$ cat src/rtl/ftp_reply_login_sequencer_core_assert.svh
`ifndef FTP_REPLY_LOGIN_SEQUENCER_CORE_ASSERT_SVH
`define FTP_REPLY_LOGIN_SEQUENCER_CORE_ASSERT_SVH

// condition holds at every edge out of reset
`define FRLS_ASSERT_HOLD(lbl, cond, msg) \
  lbl: assert property (@(posedge clk_i) disable iff (!rst_ni) (cond)) else $error(msg);

// consequence holds in the cycle after the antecedent
`define FRLS_ASSERT_NEXT(lbl, ante, cons, msg) \
  lbl: assert property (@(posedge clk_i) disable iff (!rst_ni) (ante) |=> (cons)) \
    else $error(msg);

`endif

$ cat src/rtl/frls_pkg.sv
package frls_pkg;

  localparam int unsigned ByteW   = 8;
  localparam int unsigned CodeW   = 16;
  localparam int unsigned AddrW   = 32;
  localparam int unsigned PortW   = 16;
  localparam int unsigned ActionW = 3;
  localparam int unsigned FieldW  = 3;

  typedef enum logic {
    OP_RX_BYTE   = 1'b0,
    OP_ARM_PASV  = 1'b1
  } opcode_e;

  typedef enum logic [ActionW-1:0] {
    ACT_REPORT     = 3'd0,
    ACT_SEND_USER  = 3'd1,
    ACT_SEND_PASS  = 3'd2,
    ACT_LOGGED_IN  = 3'd3,
    ACT_PASV_READY = 3'd4,
    ACT_LOGIN_FAIL = 3'd5,
    ACT_NO_CREDS   = 3'd6
  } action_e;

  typedef enum logic [1:0] {
    STG_GREETING  = 2'd0,
    STG_USER_SENT = 2'd1,
    STG_PASS_SENT = 2'd2,
    STG_LOGGED_IN = 2'd3
  } stage_e;

  localparam logic [CodeW-1:0] CodeGreeting = 16'd220;
  localparam logic [CodeW-1:0] CodeNeedPass = 16'd331;
  localparam logic [CodeW-1:0] CodeLoggedIn = 16'd230;
  localparam logic [CodeW-1:0] CodePassive  = 16'd227;

  localparam logic [ByteW-1:0] ChSpace  = 8'h20;
  localparam logic [ByteW-1:0] ChDash   = 8'h2d;
  localparam logic [ByteW-1:0] ChCr     = 8'h0d;
  localparam logic [ByteW-1:0] ChLf     = 8'h0a;
  localparam logic [ByteW-1:0] ChOpen   = 8'h28;
  localparam logic [ByteW-1:0] ChClose  = 8'h29;
  localparam logic [ByteW-1:0] ChComma  = 8'h2c;
  localparam logic [ByteW-1:0] ChZero   = 8'h30;
  localparam logic [ByteW-1:0] ChNine   = 8'h39;

  localparam logic [FieldW-1:0] AddrFields = 3'd4;
  localparam logic [FieldW-1:0] FieldMax   = 3'd7;

  // value*10 + digit, wrapping at 16 bits
  function automatic logic [CodeW-1:0] fold_digit(logic [CodeW-1:0] value,
                                                  logic [ByteW-1:0] ch);
    logic [CodeW-1:0] times_ten;
    times_ten  = (value << 3) + (value << 1);
    fold_digit = times_ten + {{(CodeW-ByteW){1'b0}}, ch} - {{(CodeW-ByteW){1'b0}}, ChZero};
  endfunction

endpackage

$ cat src/rtl/frls_in_if.sv
interface frls_in_if;
  logic                       valid;
  logic                       ready;
  logic                       opcode;
  logic [frls_pkg::ByteW-1:0] rx_byte;

  modport source (output valid, output opcode, output rx_byte, input ready);
  modport sink   (input valid, input opcode, input rx_byte, output ready);
endinterface

$ cat src/rtl/frls_out_if.sv
interface frls_out_if;
  logic                         valid;
  logic                         ready;
  logic [frls_pkg::ActionW-1:0] action;
  logic [frls_pkg::CodeW-1:0]   reply_code;
  logic [frls_pkg::AddrW-1:0]   server_addr;
  logic [frls_pkg::PortW-1:0]   server_port;

  modport source (output valid, output action, output reply_code, output server_addr,
                  output server_port, input ready);
  modport sink   (input valid, input action, input reply_code, input server_addr,
                  input server_port, output ready);
endinterface

$ cat src/rtl/ftp_reply_login_sequencer_core.sv
// FTP control reply sequencer with login steps and passive address parsing.
// in_i carries one item per transfer: opcode 0 with a reply byte, or opcode 1
// to arm passive handling of the next 227 reply. out_o carries at most one
// result per input item: action, reply code, passive address and port.
// cfg_wr_en_i / cfg_wr_data_i write the credentials-present flag; write it
// only while the block is idle.
// An item accepted into the input stage is processed when that stage fires; any
// result it yields is captured in the result register and shows on out_o.
// Throughput: one item per cycle while out_o is not stalled, set by the single
// processing register stage feeding the result register.
// When out_o is stalled, the held result blocks the processing stage, which
// then holds its item and drops in_i.ready; with the result register free,
// an item enters every cycle.
// Reset clears the parser, sets the login stage to awaiting greeting, arms
// passive handling, clears the halt flag and credentials, and empties both
// stages.
module ftp_reply_login_sequencer_core (
  input  logic       clk_i,
  input  logic       rst_ni,
  input  logic       cfg_wr_en_i,
  input  logic       cfg_wr_data_i,
  frls_in_if.sink    in_i,
  frls_out_if.source out_o
);
  import frls_pkg::*;

  `include "ftp_reply_login_sequencer_core_assert.svh"

  // input stage
  logic             s1_valid_q;
  logic             s1_opcode_q;
  logic [ByteW-1:0] s1_byte_q;
  logic             s1_fire;

  // result register
  logic              out_valid_q;
  logic [ActionW-1:0] out_action_q,  out_action_d;
  logic [CodeW-1:0]   out_code_q,    out_code_d;
  logic [AddrW-1:0]   out_addr_q,    out_addr_d;
  logic [PortW-1:0]   out_port_q,    out_port_d;
  logic               result_d;

  // state
  logic              cred_q;
  logic              halted_q,      halted_d;
  stage_e            stage_q,       stage_d;
  logic              armed_q,       armed_d;
  logic              code_done_q,   code_done_d;
  logic              cont_q,        cont_d;
  logic [CodeW-1:0]  code_q,        code_d;
  logic              in_parens_q,   in_parens_d;
  logic              closed_q,      closed_d;
  logic [FieldW-1:0] field_q,       field_d;
  logic [CodeW-1:0]  num_q,         num_d;
  logic [AddrW-1:0]  addr_q,        addr_d;
  logic [PortW-1:0]  port_q,        port_d;

  logic line_end;
  logic no_creds;
  logic is_digit;

  assign s1_fire    = s1_valid_q && (!out_valid_q || out_o.ready);
  assign in_i.ready = !s1_valid_q || s1_fire;

  assign is_digit = (s1_byte_q >= ChZero) && (s1_byte_q <= ChNine);

  // byte parser
  always_comb begin
    armed_d     = armed_q;
    code_done_d = code_done_q;
    cont_d      = cont_q;
    code_d      = code_q;
    in_parens_d = in_parens_q;
    closed_d    = closed_q;
    field_d     = field_q;
    num_d       = num_q;
    addr_d      = addr_q;
    port_d      = port_q;
    line_end    = 1'b0;
    no_creds    = 1'b0;
    if (s1_opcode_q == OP_ARM_PASV) begin
      armed_d = 1'b1;
    end else if (halted_q) begin
      armed_d = armed_q;
    end else if (!cred_q) begin
      no_creds = 1'b1;
    end else if (!code_done_q) begin
      if (s1_byte_q == ChSpace || s1_byte_q == ChDash) begin
        cont_d      = (s1_byte_q == ChDash);
        code_done_d = 1'b1;
      end else begin
        code_d = fold_digit(code_q, s1_byte_q);
      end
    end else if (s1_byte_q == ChLf) begin
      code_done_d = 1'b0;
      code_d      = '0;
      if (!cont_q) begin
        line_end    = 1'b1;
        if (stage_q == STG_LOGGED_IN && code_q == CodePassive && armed_q) begin
          armed_d = 1'b0;
        end
        in_parens_d = 1'b0;
        closed_d    = 1'b0;
        field_d     = '0;
        num_d       = '0;
        addr_d      = '0;
        port_d      = '0;
      end
    end else if (s1_byte_q != ChCr && !closed_q) begin
      if (s1_byte_q == ChOpen) begin
        in_parens_d = 1'b1;
      end else if (in_parens_q) begin
        if (s1_byte_q == ChComma || s1_byte_q == ChClose) begin
          if (field_q < AddrFields) begin
            addr_d = {addr_q[AddrW-ByteW-1:0], num_q[ByteW-1:0]};
          end else begin
            port_d = {port_q[PortW-ByteW-1:0], {ByteW{1'b0}}} | num_q;
          end
          num_d = '0;
          if (field_q < FieldMax) begin
            field_d = field_q + 1'b1;
          end
          if (s1_byte_q == ChClose) begin
            closed_d = 1'b1;
          end
        end else if (is_digit) begin
          num_d = fold_digit(num_q, s1_byte_q);
        end
      end
    end
  end

  // login stage next state
  always_comb begin
    stage_d  = stage_q;
    halted_d = halted_q;
    if (line_end) begin
      unique case (stage_q)
        STG_GREETING: begin
          if (code_q == CodeGreeting) stage_d = STG_USER_SENT;
          else halted_d = 1'b1;
        end
        STG_USER_SENT: begin
          if (code_q == CodeNeedPass) stage_d = STG_PASS_SENT;
          else halted_d = 1'b1;
        end
        STG_PASS_SENT: begin
          if (code_q == CodeLoggedIn) stage_d = STG_LOGGED_IN;
          else halted_d = 1'b1;
        end
        STG_LOGGED_IN: stage_d = STG_LOGGED_IN;
        default:       stage_d = STG_GREETING;
      endcase
    end
  end

  // result
  always_comb begin
    result_d     = line_end || no_creds;
    out_action_d = ACT_REPORT;
    out_code_d   = code_q;
    out_addr_d   = '0;
    out_port_d   = '0;
    if (no_creds) begin
      out_action_d = ACT_NO_CREDS;
      out_code_d   = '0;
    end else begin
      unique case (stage_q)
        STG_GREETING:
          out_action_d = (code_q == CodeGreeting) ? ACT_SEND_USER : ACT_LOGIN_FAIL;
        STG_USER_SENT:
          out_action_d = (code_q == CodeNeedPass) ? ACT_SEND_PASS : ACT_LOGIN_FAIL;
        STG_PASS_SENT:
          out_action_d = (code_q == CodeLoggedIn) ? ACT_LOGGED_IN : ACT_LOGIN_FAIL;
        STG_LOGGED_IN: begin
          if (code_q == CodePassive && armed_q) begin
            out_action_d = ACT_PASV_READY;
            out_addr_d   = addr_q;
            out_port_d   = port_q;
          end
        end
        default: out_action_d = ACT_REPORT;
      endcase
    end
  end

  always_ff @(posedge clk_i or negedge rst_ni) begin
    if (!rst_ni) begin
      s1_valid_q  <= 1'b0;
      out_valid_q <= 1'b0;
      cred_q      <= 1'b0;
      halted_q    <= 1'b0;
      stage_q     <= STG_GREETING;
      armed_q     <= 1'b1;
      code_done_q <= 1'b0;
      cont_q      <= 1'b0;
      code_q      <= '0;
      in_parens_q <= 1'b0;
      closed_q    <= 1'b0;
      field_q     <= '0;
      num_q       <= '0;
      addr_q      <= '0;
      port_q      <= '0;
    end else begin
      if (cfg_wr_en_i) begin
        cred_q <= cfg_wr_data_i;
      end
      if (in_i.valid && in_i.ready) begin
        s1_valid_q <= 1'b1;
      end else if (s1_fire) begin
        s1_valid_q <= 1'b0;
      end
      if (s1_fire) begin
        out_valid_q <= result_d;
        halted_q    <= halted_d;
        stage_q     <= stage_d;
        armed_q     <= armed_d;
        code_done_q <= code_done_d;
        cont_q      <= cont_d;
        code_q      <= code_d;
        in_parens_q <= in_parens_d;
        closed_q    <= closed_d;
        field_q     <= field_d;
        num_q       <= num_d;
        addr_q      <= addr_d;
        port_q      <= port_d;
      end else if (out_o.ready) begin
        out_valid_q <= 1'b0;
      end
    end
  end

  always_ff @(posedge clk_i) begin
    if (in_i.valid && in_i.ready) begin
      s1_opcode_q <= in_i.opcode;
      s1_byte_q   <= in_i.rx_byte;
    end
    if (s1_fire && result_d) begin
      out_action_q <= out_action_d;
      out_code_q   <= out_code_d;
      out_addr_q   <= out_addr_d;
      out_port_q   <= out_port_d;
    end
  end

  assign out_o.valid       = out_valid_q;
  assign out_o.action      = out_action_q;
  assign out_o.reply_code  = out_code_q;
  assign out_o.server_addr = out_addr_q;
  assign out_o.server_port = out_port_q;

  `FRLS_ASSERT_NEXT(a_halt_sticky, halted_q, halted_q, "halt flag cleared")
  `FRLS_ASSERT_HOLD(a_halt_stage, !halted_q || stage_q != STG_LOGGED_IN,
                    "halted after login completed")
  `FRLS_ASSERT_HOLD(a_closed_in_parens, !closed_q || in_parens_q,
                    "paren parser closed without opening")
  `FRLS_ASSERT_HOLD(a_pasv_fields,
                    !out_valid_q || out_action_q == ACT_PASV_READY ||
                    (out_addr_q == '0 && out_port_q == '0),
                    "address or port set on non-passive result")

endmodule
$ cat src/flat_wrapper.sv
// flat-port wrapper written by rule: the top's interface ports become plain ports
module ftp_reply_login_sequencer_core_flat import frls_pkg::*;
  (clk_i, rst_ni, cfg_wr_en_i, cfg_wr_data_i, in_i_valid, in_i_opcode, in_i_rx_byte, in_i_ready, out_o_valid, out_o_action, out_o_reply_code, out_o_server_addr, out_o_server_port, out_o_ready);
  frls_in_if in_i_i ();
  frls_out_if out_o_i ();
  input  logic clk_i;
  input  logic rst_ni;
  input  logic cfg_wr_en_i;
  input  logic cfg_wr_data_i;
  input wire logic [$bits(in_i_i.valid)-1:0] in_i_valid;
  input wire logic [$bits(in_i_i.opcode)-1:0] in_i_opcode;
  input wire logic [$bits(in_i_i.rx_byte)-1:0] in_i_rx_byte;
  output wire logic [$bits(in_i_i.ready)-1:0] in_i_ready;
  output wire logic [$bits(out_o_i.valid)-1:0] out_o_valid;
  output wire logic [$bits(out_o_i.action)-1:0] out_o_action;
  output wire logic [$bits(out_o_i.reply_code)-1:0] out_o_reply_code;
  output wire logic [$bits(out_o_i.server_addr)-1:0] out_o_server_addr;
  output wire logic [$bits(out_o_i.server_port)-1:0] out_o_server_port;
  input wire logic [$bits(out_o_i.ready)-1:0] out_o_ready;
  assign in_i_i.valid = in_i_valid;
  assign in_i_i.opcode = in_i_opcode;
  assign in_i_i.rx_byte = in_i_rx_byte;
  assign in_i_ready = in_i_i.ready;
  assign out_o_valid = out_o_i.valid;
  assign out_o_action = out_o_i.action;
  assign out_o_reply_code = out_o_i.reply_code;
  assign out_o_server_addr = out_o_i.server_addr;
  assign out_o_server_port = out_o_i.server_port;
  assign out_o_i.ready = out_o_ready;
  ftp_reply_login_sequencer_core u_core (.clk_i(clk_i), .rst_ni(rst_ni), .cfg_wr_en_i(cfg_wr_en_i), .cfg_wr_data_i(cfg_wr_data_i), .in_i(in_i_i), .out_o(out_o_i));
endmodule
$ cat config.mk
export PLATFORM = sky130hd
export DESIGN_NAME = ftp_reply_login_sequencer_core_flat
export DESIGN_NICKNAME = d
export VERILOG_FILES = /design/src/rtl/frls_pkg.sv /design/src/rtl/frls_in_if.sv /design/src/rtl/frls_out_if.sv /design/src/rtl/ftp_reply_login_sequencer_core.sv /design/src/flat_wrapper.sv
export VERILOG_INCLUDE_DIRS = /design/src /design/src/rtl
export SDC_FILE = /design/constraint.sdc
export NUM_CORES = 1
export LEC_CHECK = 0
export BUFFER_PORTS_ARGS = -buffer_cell sky130_fd_sc_hd__buf_4
export CORE_MARGIN = 3
export CORE_UTILIZATION = 50
export CTS_CLUSTER_SIZE = 28
export DETAILED_ROUTE_END_ITERATION = 12
export PLACE_DENSITY = 0.78
export RECOVER_POWER = 25
export SKIP_LAST_GASP = 1
export SYNTH_ARGS = -nofsm -noshare
export SYNTH_HDL_FRONTEND = slang
export SYNTH_SLANG_ARGS = --single-unit
$ cat constraint.sdc
create_clock -name clk_i -period 3.84 [get_ports clk_i]
set_input_delay 0.192 -clock clk_i [delete_from_list [all_inputs] [get_ports clk_i]]
set_output_delay 0.192 -clock clk_i [all_outputs]
set_load 0.01 [all_outputs]
==> out/results.tsv, run 1 <==
metric	value	unit
relSlewSlack	-21.08	%
outcome	finished with violations	
powerDensity	615.1	nW/um2
cp-start-kind	flop	
synthFlopType	dfrtp_1	
switchingPower	2.177	mW
ff2ff_setup_slack	0.58	ns
final.fill_count	1485	
ios	84	
num_rows	48	
hold_viol	0	
coreArea	17360	um2
violations	max-capacitance violations, max-slew violations	
clkLatencyLatePin	0.43	ns
use_met3	3.986	%
grt_use_total	19.42	%
fp.dieW	139.5	um
fin_hold_ws	0.03788	ns
synth_nets	920	
grt_max_degree	74	
drt_iter0_drc	445	
post_cts_resized	0	
path_max_fanout	6	
tightest_slew	1.816	ns
multi_input_area	3741	um2
grt_pass1_vias	6053	
layout_min_cycle_time	3.255	ns
synth_cells	824	
routabilityCongestion	0.8774	
cpMostUsedCell	inv_1	
path_class	reg2reg	
routed_wl	18530	um
worstPathRequired	4.15	ns
top_usage_layer	met2	
cts.sinks	170	
synth_edf_count	76	
cts_buffers	17	
cp.arrival	3.56	ns
dp_hpwl	12990	um
hold_path.class	in2reg	
slowest_delay	0.49	ns
fin_setup_tns	0	ns
synth_seq_cells	170	
synthTopCellsByArea	dfrtp_1 26%, edfxtp_1 26%, ha_1 9.7%	
fin_skew	0.006582	ns
power.sequential.fraction	34.5	%
yosysTopAreaCell	dfrtp_1	
power	6.251	mW
ff_latch_area	4636	um2
fmax	307.2	MHz
avgRoutedWirePerCell	16.13	um
pwr-share-comb	39.3	%
intPower	4.073	mW
htreeDepth	4	
use_met1	26.92	%
fp.dieH	139.5	um
area_growth	13.99	%
antenna_found_initial	0	
dieArea	19470	um2
drc	0	
cts_tree	built	
grt_overflow	0	
p_leak	4.512	nW
crit_slowest_cell	fa_1	
start_util	51.36	%
dr.pass1.iters	5	
clkSlewWorstSetupHoldPaths	0.06	ns
setup_violations	0	
synth_common_cells	101 x inv_1, 93 x dfrtp_1, 88 x nand2_1, 76 x edfxtp_1, 69 x ha_1	
yosysWarnings	0	
fin_crit_sh	84.77	%
vias	6267	
ys_seq_area_share	52.00	%
ir_drop	0.5158	mV
cts_root_buf	clkbuf_16	
netlist_area	8915	um2
maxSlewViolCount	74	
grt_pass1_wl	30470	um
port_buffers	83	
crit_path_end_kind	flop	
clock_path_buffers	2	
p_sw_share	34.83	%
vias_per_cell	5.454	
antenna_cells	0	
drive_above_1_share	7.792	%
yosysMostFrequentCell	inv_1	
clkPwrFrac	26.2	%
postSynth.asyncResetShare	55.29	%
rsz0062_at_grt	no	
crit_path_cell_trace	inv_1 -> fa_1 -> inv_1 -> ha_1 -> ha_1 -> inv_1 -> fa_1 -> nand2b_1 -> a21oi_1 -> a21oi_1 -> o21ai_0 -> xnor2_1 -> o21ai_0	
synth_cell_types	62	
grt_use_met2	31.30	%
maxCapViolations	1	
synth_area_per_cell	10.82	um2
nNetsFinal	1007	
antenna_left	0	
yosysTopAreaCellShare	26.11	%
-- cell families after synthesis --
kind of cell | after synthesis | share of synthesized area, %
AND/OR/NAND/NOR | 239 | 13.73
XOR/XNOR | 27 | 2.653
multiplexers | 4 | 0.4772
flip-flops | 170 | 52.00
adder cells (fa/ha/maj) | 81 | 12.38
AO/OA/AOI/OAI | 166 | 12.65
buffers and inverters | 137 | 6.119
-- critical path: cells and delay by family (launching register included) --
| family | cells | cell delay [ns] |
|---|---|---|
| xor+xnor | 1 | 0.15 |
| compound gates | 4 | 0.76 |
| simple gates | 1 | 0.16 |
| fa+ha+maj | 4 | 1.39 |
| buf+inv | 3 | 0.24 |
| flops | 1 | 0.44 |
-- per-stage QoR --
stage                     area (um2)  worst slack, ns  util, %  cells
after floorplan                 8916           0.5645        -    824
after global placement          9748           0.7905    56.16   1106
after detailed placement        9748           0.6422    56.16   1106
after CTS                      10420           0.5919    60.03   1149
after global routing           10160           0.3831    58.55   1149
final                          10160           0.5847    58.55   1149
-- area by class of cell --
class,count,area share [%]
Inverter,101,3.731
Multi-Input combinational cell,517,36.81
Tap cell,225,2.770
Timing Repair Buffer,104,5.541
Clock buffer,19,4.260
Clock inverter,13,1.268
Sequential cell,170,45.62
-- sequential cells by signal, summed over array words and instances (netlist names) --
name	cells
u_core.armed_q	1
u_core.out_o.action	3
u_core.num_q	16
u_core.field_q	3
u_core.port_q	16
u_core.s1_opcode_q	1
u_core.out_o.reply_code	16
u_core.out_o.valid	1
u_core.closed_q	1
u_core.stage_q	2
u_core.addr_q	32
u_core.s1_valid_q	1
u_core.code_q	16
u_core.halted_q	1
u_core.out_o.server_port	16
u_core.code_done_q	1
u_core.cred_q	1
u_core.cont_q	1
u_core.out_o.server_addr	32
u_core.in_parens_q	1
u_core.s1_byte_q	8
-- power groups by stage --
| stage | sequential, mW | combinational, mW | clock, mW |
|---|---|---|---|
| final | 2.16 | 2.45 | 1.64 |
| after global routing | 2.17 | 2.78 | 1.73 |
| after CTS | 2.16 | 2.49 | 1.65 |
| after detailed placement | 2.19 | 2.44 | 0 |
| after global placement | 2.18 | 2.39 | 0 |
| after floorplan | 2.18 | 1.87 | 0 |
-- routing by layer --
layer	wire length, um	vias to the layer above
met1	8517	3043
li1	-	3058
met2	8905	148
met3	846	18
met4	262	0
met5	0	-
-- layout by cell type (no fill, tap or decap), drive strengths merged, types with 11 or more instances in the layout --
| cell type | count |
|---|---|
| a22o | 22 |
| buf | 16 |
| inv | 101 |
| o211ai | 11 |
| fa | 12 |
| nand3 | 16 |
| nand2 | 88 |
| o31ai | 15 |
| dfrtp | 93 |
| ha | 69 |
| nor2 | 26 |
| o21ai | 56 |
| a21oi | 28 |
| dlygate4sd3 | 11 |
| clkbuf | 96 |
| xnor2 | 18 |
| edfxtp | 76 |
| and3 | 50 |
-- repair_timing --
| item | CTS | global route |
|---|---|---|
| buffers inserted | 0 | 0 |
| endpoints found under the setup margin | 0 | 0 |
| hold buffers | 11 | 0 |
| endpoints found under the hold margin | 81 | 0 |
-- worst paths after layout --
check | cells past startpoint | end | startpoint
setup / recovery | 13 | u_core.num_q[15]$_DFFE_PN0P_ | u_core.s1_byte_q[3]$_DFFE_PP_
hold / removal | 2 | u_core.cred_q$_DFFE_PN0P_ | cfg_wr_data_i
setup reg to reg | 13 | u_core.num_q[15]$_DFFE_PN0P_ | u_core.s1_byte_q[3]$_DFFE_PP_
hold reg to reg | 2 | u_core.addr_q[29]$_DFFE_PN0P_ | u_core.addr_q[29]$_DFFE_PN0P_
max in group asynchronous | 3 | u_core.addr_q[27]$_DFFE_PN0P_ | rst_ni
min in group asynchronous | 2 | u_core.num_q[14]$_DFFE_PN0P_ | rst_ni
Power figures use the tool's default switching activity.
==> inputs of run 2 (changes only) <==
--- a/config.mk
+++ b/config.mk
@@ -6,12 +6,13 @@
 export SDC_FILE = /design/constraint.sdc
 export NUM_CORES = 1
 export LEC_CHECK = 0
+export ABC_AREA = 1
 export BUFFER_PORTS_ARGS = -buffer_cell sky130_fd_sc_hd__buf_4
 export CORE_MARGIN = 3
 export CORE_UTILIZATION = 50
 export CTS_CLUSTER_SIZE = 28
 export DETAILED_ROUTE_END_ITERATION = 12
-export PLACE_DENSITY = 0.78
+export PLACE_DENSITY = 0.75
 export RECOVER_POWER = 25
 export SKIP_LAST_GASP = 1
 export SYNTH_ARGS = -nofsm -noshare
==> constraint.sdc (replaced) <==
create_clock -name clk_i -period 3.3 [get_ports clk_i]
set_input_delay 0.165 -clock clk_i [delete_from_list [all_inputs] [get_ports clk_i]]
set_output_delay 0.165 -clock clk_i [all_outputs]
set_load 0.01 [all_outputs]
==> run 2 against run 1 <==
Net effect: the run still ends with max-capacitance violations, max-slew violations left; synthesized cell count is 25% higher; setup slack worse by 0.095 ns; area after synthesis grew 5.8%; sequential share of layout area fell by 2.6 points; die area is 5.5% higher; power decreased by 30%; combinational power fell by 91%; global-route usage fell by 0.24 points; worst hold slack got worse by 0.0037 ns; clock-buffer cell count is the same; critical path type unchanged; largest cell class unchanged.
==> out/results.tsv, run 2 <==
metric	value	unit
setup_slack	0.4894	ns
postSynth.asyncResetShare	55.29	%
worstPathRequired	3.60	ns
fmax	355.8	MHz
avgRoutedWirePerCell	13.50	um
dieArea	20540	um2
rsz0062_at_grt	no	
maxSlewViolCount	34	
path_max_fanout	4	
fin_hold_ws	0.03414	ns
synth_cells	1032	
synth_edf_count	76	
routed_wl	18530	um
start_util	51.62	%
nNetsFinal	1226	
path_class	reg2reg	
yosysMostFrequentCell	nand2_1	
relSlewSlack	-20.95	%
hold_viol	0	
htreeDepth	4	
num_rows	49	
powerDensity	406.3	nW/um2
fp.dieW	143.3	um
antenna_cells	0	
clkSlewWorstSetupHoldPaths	0.06	ns
ys_seq_area_share	49.16	%
cp.arrival	3.11	ns
hold_depth	3	
antenna_found_initial	0	
vias_per_cell	4.956	
min_to	u_core.s1_valid_q$_DFFE_PN0P_	
cp-start-kind	flop	
routabilityCongestion	0.8634	
worstReg2RegStart	u_core.s1_byte_q[3]$_DFFE_PP_	
vias	6800	
layout_min_cycle_time	2.811	ns
grt_pass1_wl	31710	um
final_cell_mix	227 x nand2_1, 186 x inv_1, 102 x nor2_1	
dp_slack	0.4970	ns
coreArea	18270	um2
cts_tree	built	
final_common_cell	nand2_1	
yosysTopAreaCellShare	24.68	%
maxCapViolations	1	
post_cts_resized	0	
p_leak	4.947	nW
fin_setup_tns	0	ns
synth_cell_types	40	
crit_path_end_kind	flop	
grt_max_degree	65	
dr.pass1.iters	5	
clock_path_buffers	2	
violations	max-capacitance violations, max-slew violations	
hp-start	in_i_valid	
netlist_area	9430	um2
finalNonFillerCells	1372	
grt_pass1_vias	6689	
drc	0	
setup_violations	0	
clkLatencyLatePin	0.42	ns
yosysTopAreaCell	dfrtp_1	
synth_nets	1128	
worst_r2r_path_depth	16	
drt_iter0_drc	443	
cts_buffers	17	
fin_util	59.00	%
synthTopCellsByArea	dfrtp_1 25%, edfxtp_1 24%, ha_1 9.2%	
grt_overflow	0	
hold_path.class	in2reg	
dp_hpwl	13660	um
fin_crit_sh	85.17	%
ir_drop	0.3186	mV
synthFlopType	dfrtp_1	
ff2ff_setup_slack	0.49	ns
drive_above_1_share	13.65	%
tightest_slew	1.814	ns
place_inst	1328	
ios	84	
outcome	finished with violations	
area_growth	14.30	%
synth_area_per_cell	9.138	um2
yosysWarnings	0	
fin_skew	0.008765	ns
cts.sinks	170	
antenna_left	0	
cts_root_buf	clkbuf_16	
r2r_end	u_core.num_q[13]$_DFFE_PN0P_	
grt_use_total	19.18	%
synth_common_cells	228 x nand2_1, 186 x inv_1, 102 x nor2_1, 93 x dfrtp_1, 76 x edfxtp_1	
synth_seq_cells	170	
port_buffers	83	
fp.dieH	143.3	um
[run 2: what timing repair did]
action                    4_1_cts  5_1_grt
buffers inserted                0        0
hold buffers                   12        0
hold endpoints to repair       41        0
[run 2: power breakdown]
part,leakage [nW],switching [mW],internal (mW)
clock,0.278,0.810,1.12
sequential,1.92,0.0144,2.21
combinational,2.75,0.136,0.0863
total,4.95,0.960,3.42
[run 2: layout make-up]
| class | instances | area (um2) |
|---|---|---|
| fill | 1581 | 7491 |
| sequential | 170 | 4636 |
| multi-input combinational | 647 | 3886 |
| inverter | 193 | 724.4 |
| timing repair buffer | 101 | 670.6 |
| clock buffer | 19 | 432.9 |
| tap | 229 | 286.5 |
| clock inverter | 13 | 142.6 |
[run 2: layer usage]
metal  up-vias  global-route usage (%)  wire length (um)
met1      3185                   26.08              8669
met5         -                       0                 0
met2       108                   31.85              9055
li1       3490                       -                 -
met4         0                   4.955               227
met3        17                   3.827               572
[run 2: worst max path at each step]
stage                                  startpoint                                    to  depth (start not counted)
floorplan           u_core.s1_byte_q[2]$_DFFE_PP_  u_core.out_o.action[0]$_SDFFCE_PP0P_                         10
finish              u_core.s1_byte_q[3]$_DFFE_PP_          u_core.num_q[13]$_DFFE_PN0P_                         16
global placement      u_core.num_q[0]$_DFFE_PN0P_          u_core.num_q[13]$_DFFE_PN0P_                         16
global route        u_core.s1_byte_q[3]$_DFFE_PP_          u_core.num_q[13]$_DFFE_PN0P_                         16
CTS                   u_core.num_q[0]$_DFFE_PN0P_          u_core.num_q[13]$_DFFE_PN0P_                         16
detailed placement  u_core.s1_byte_q[3]$_DFFE_PP_          u_core.num_q[13]$_DFFE_PN0P_                         16
[run 2: critical path, cell delays in order (launching register included)]
cell,delay [ns]
edfxtp_1,0.41
inv_1,0.11
fa_1,0.48
inv_1,0.04
ha_1,0.27
ha_1,0.16
inv_1,0.06
fa_1,0.40
nand3b_1,0.17
nand2_1,0.13
nand2_1,0.07
nand2_1,0.09
nand2_1,0.07
nand2_1,0.06
nand2_1,0.04
nand2_1,0.07
o21ai_2,0.06
[run 2: kinds of logic after synthesis]
group                      share of synthesized area (%)
and+or+nand+nor                                    19.36
buffers and inverters                              9.659
DFF                                                49.16
AOI/OAI and AO/OA                                  8.425
adders and majority gates                          11.70
xor gates and xnor gates                           1.579
muxes                                             0.1194
[run 2: metrics by stage]
stage | total power [mW] | area (um2)
after global routing | 4.545 | 10780
after global placement | 2.477 | 10210
after detailed placement | 2.482 | 10210
final | 4.379 | 10780
after floorplan | 2.405 | 9430
after CTS | 4.422 | 10910
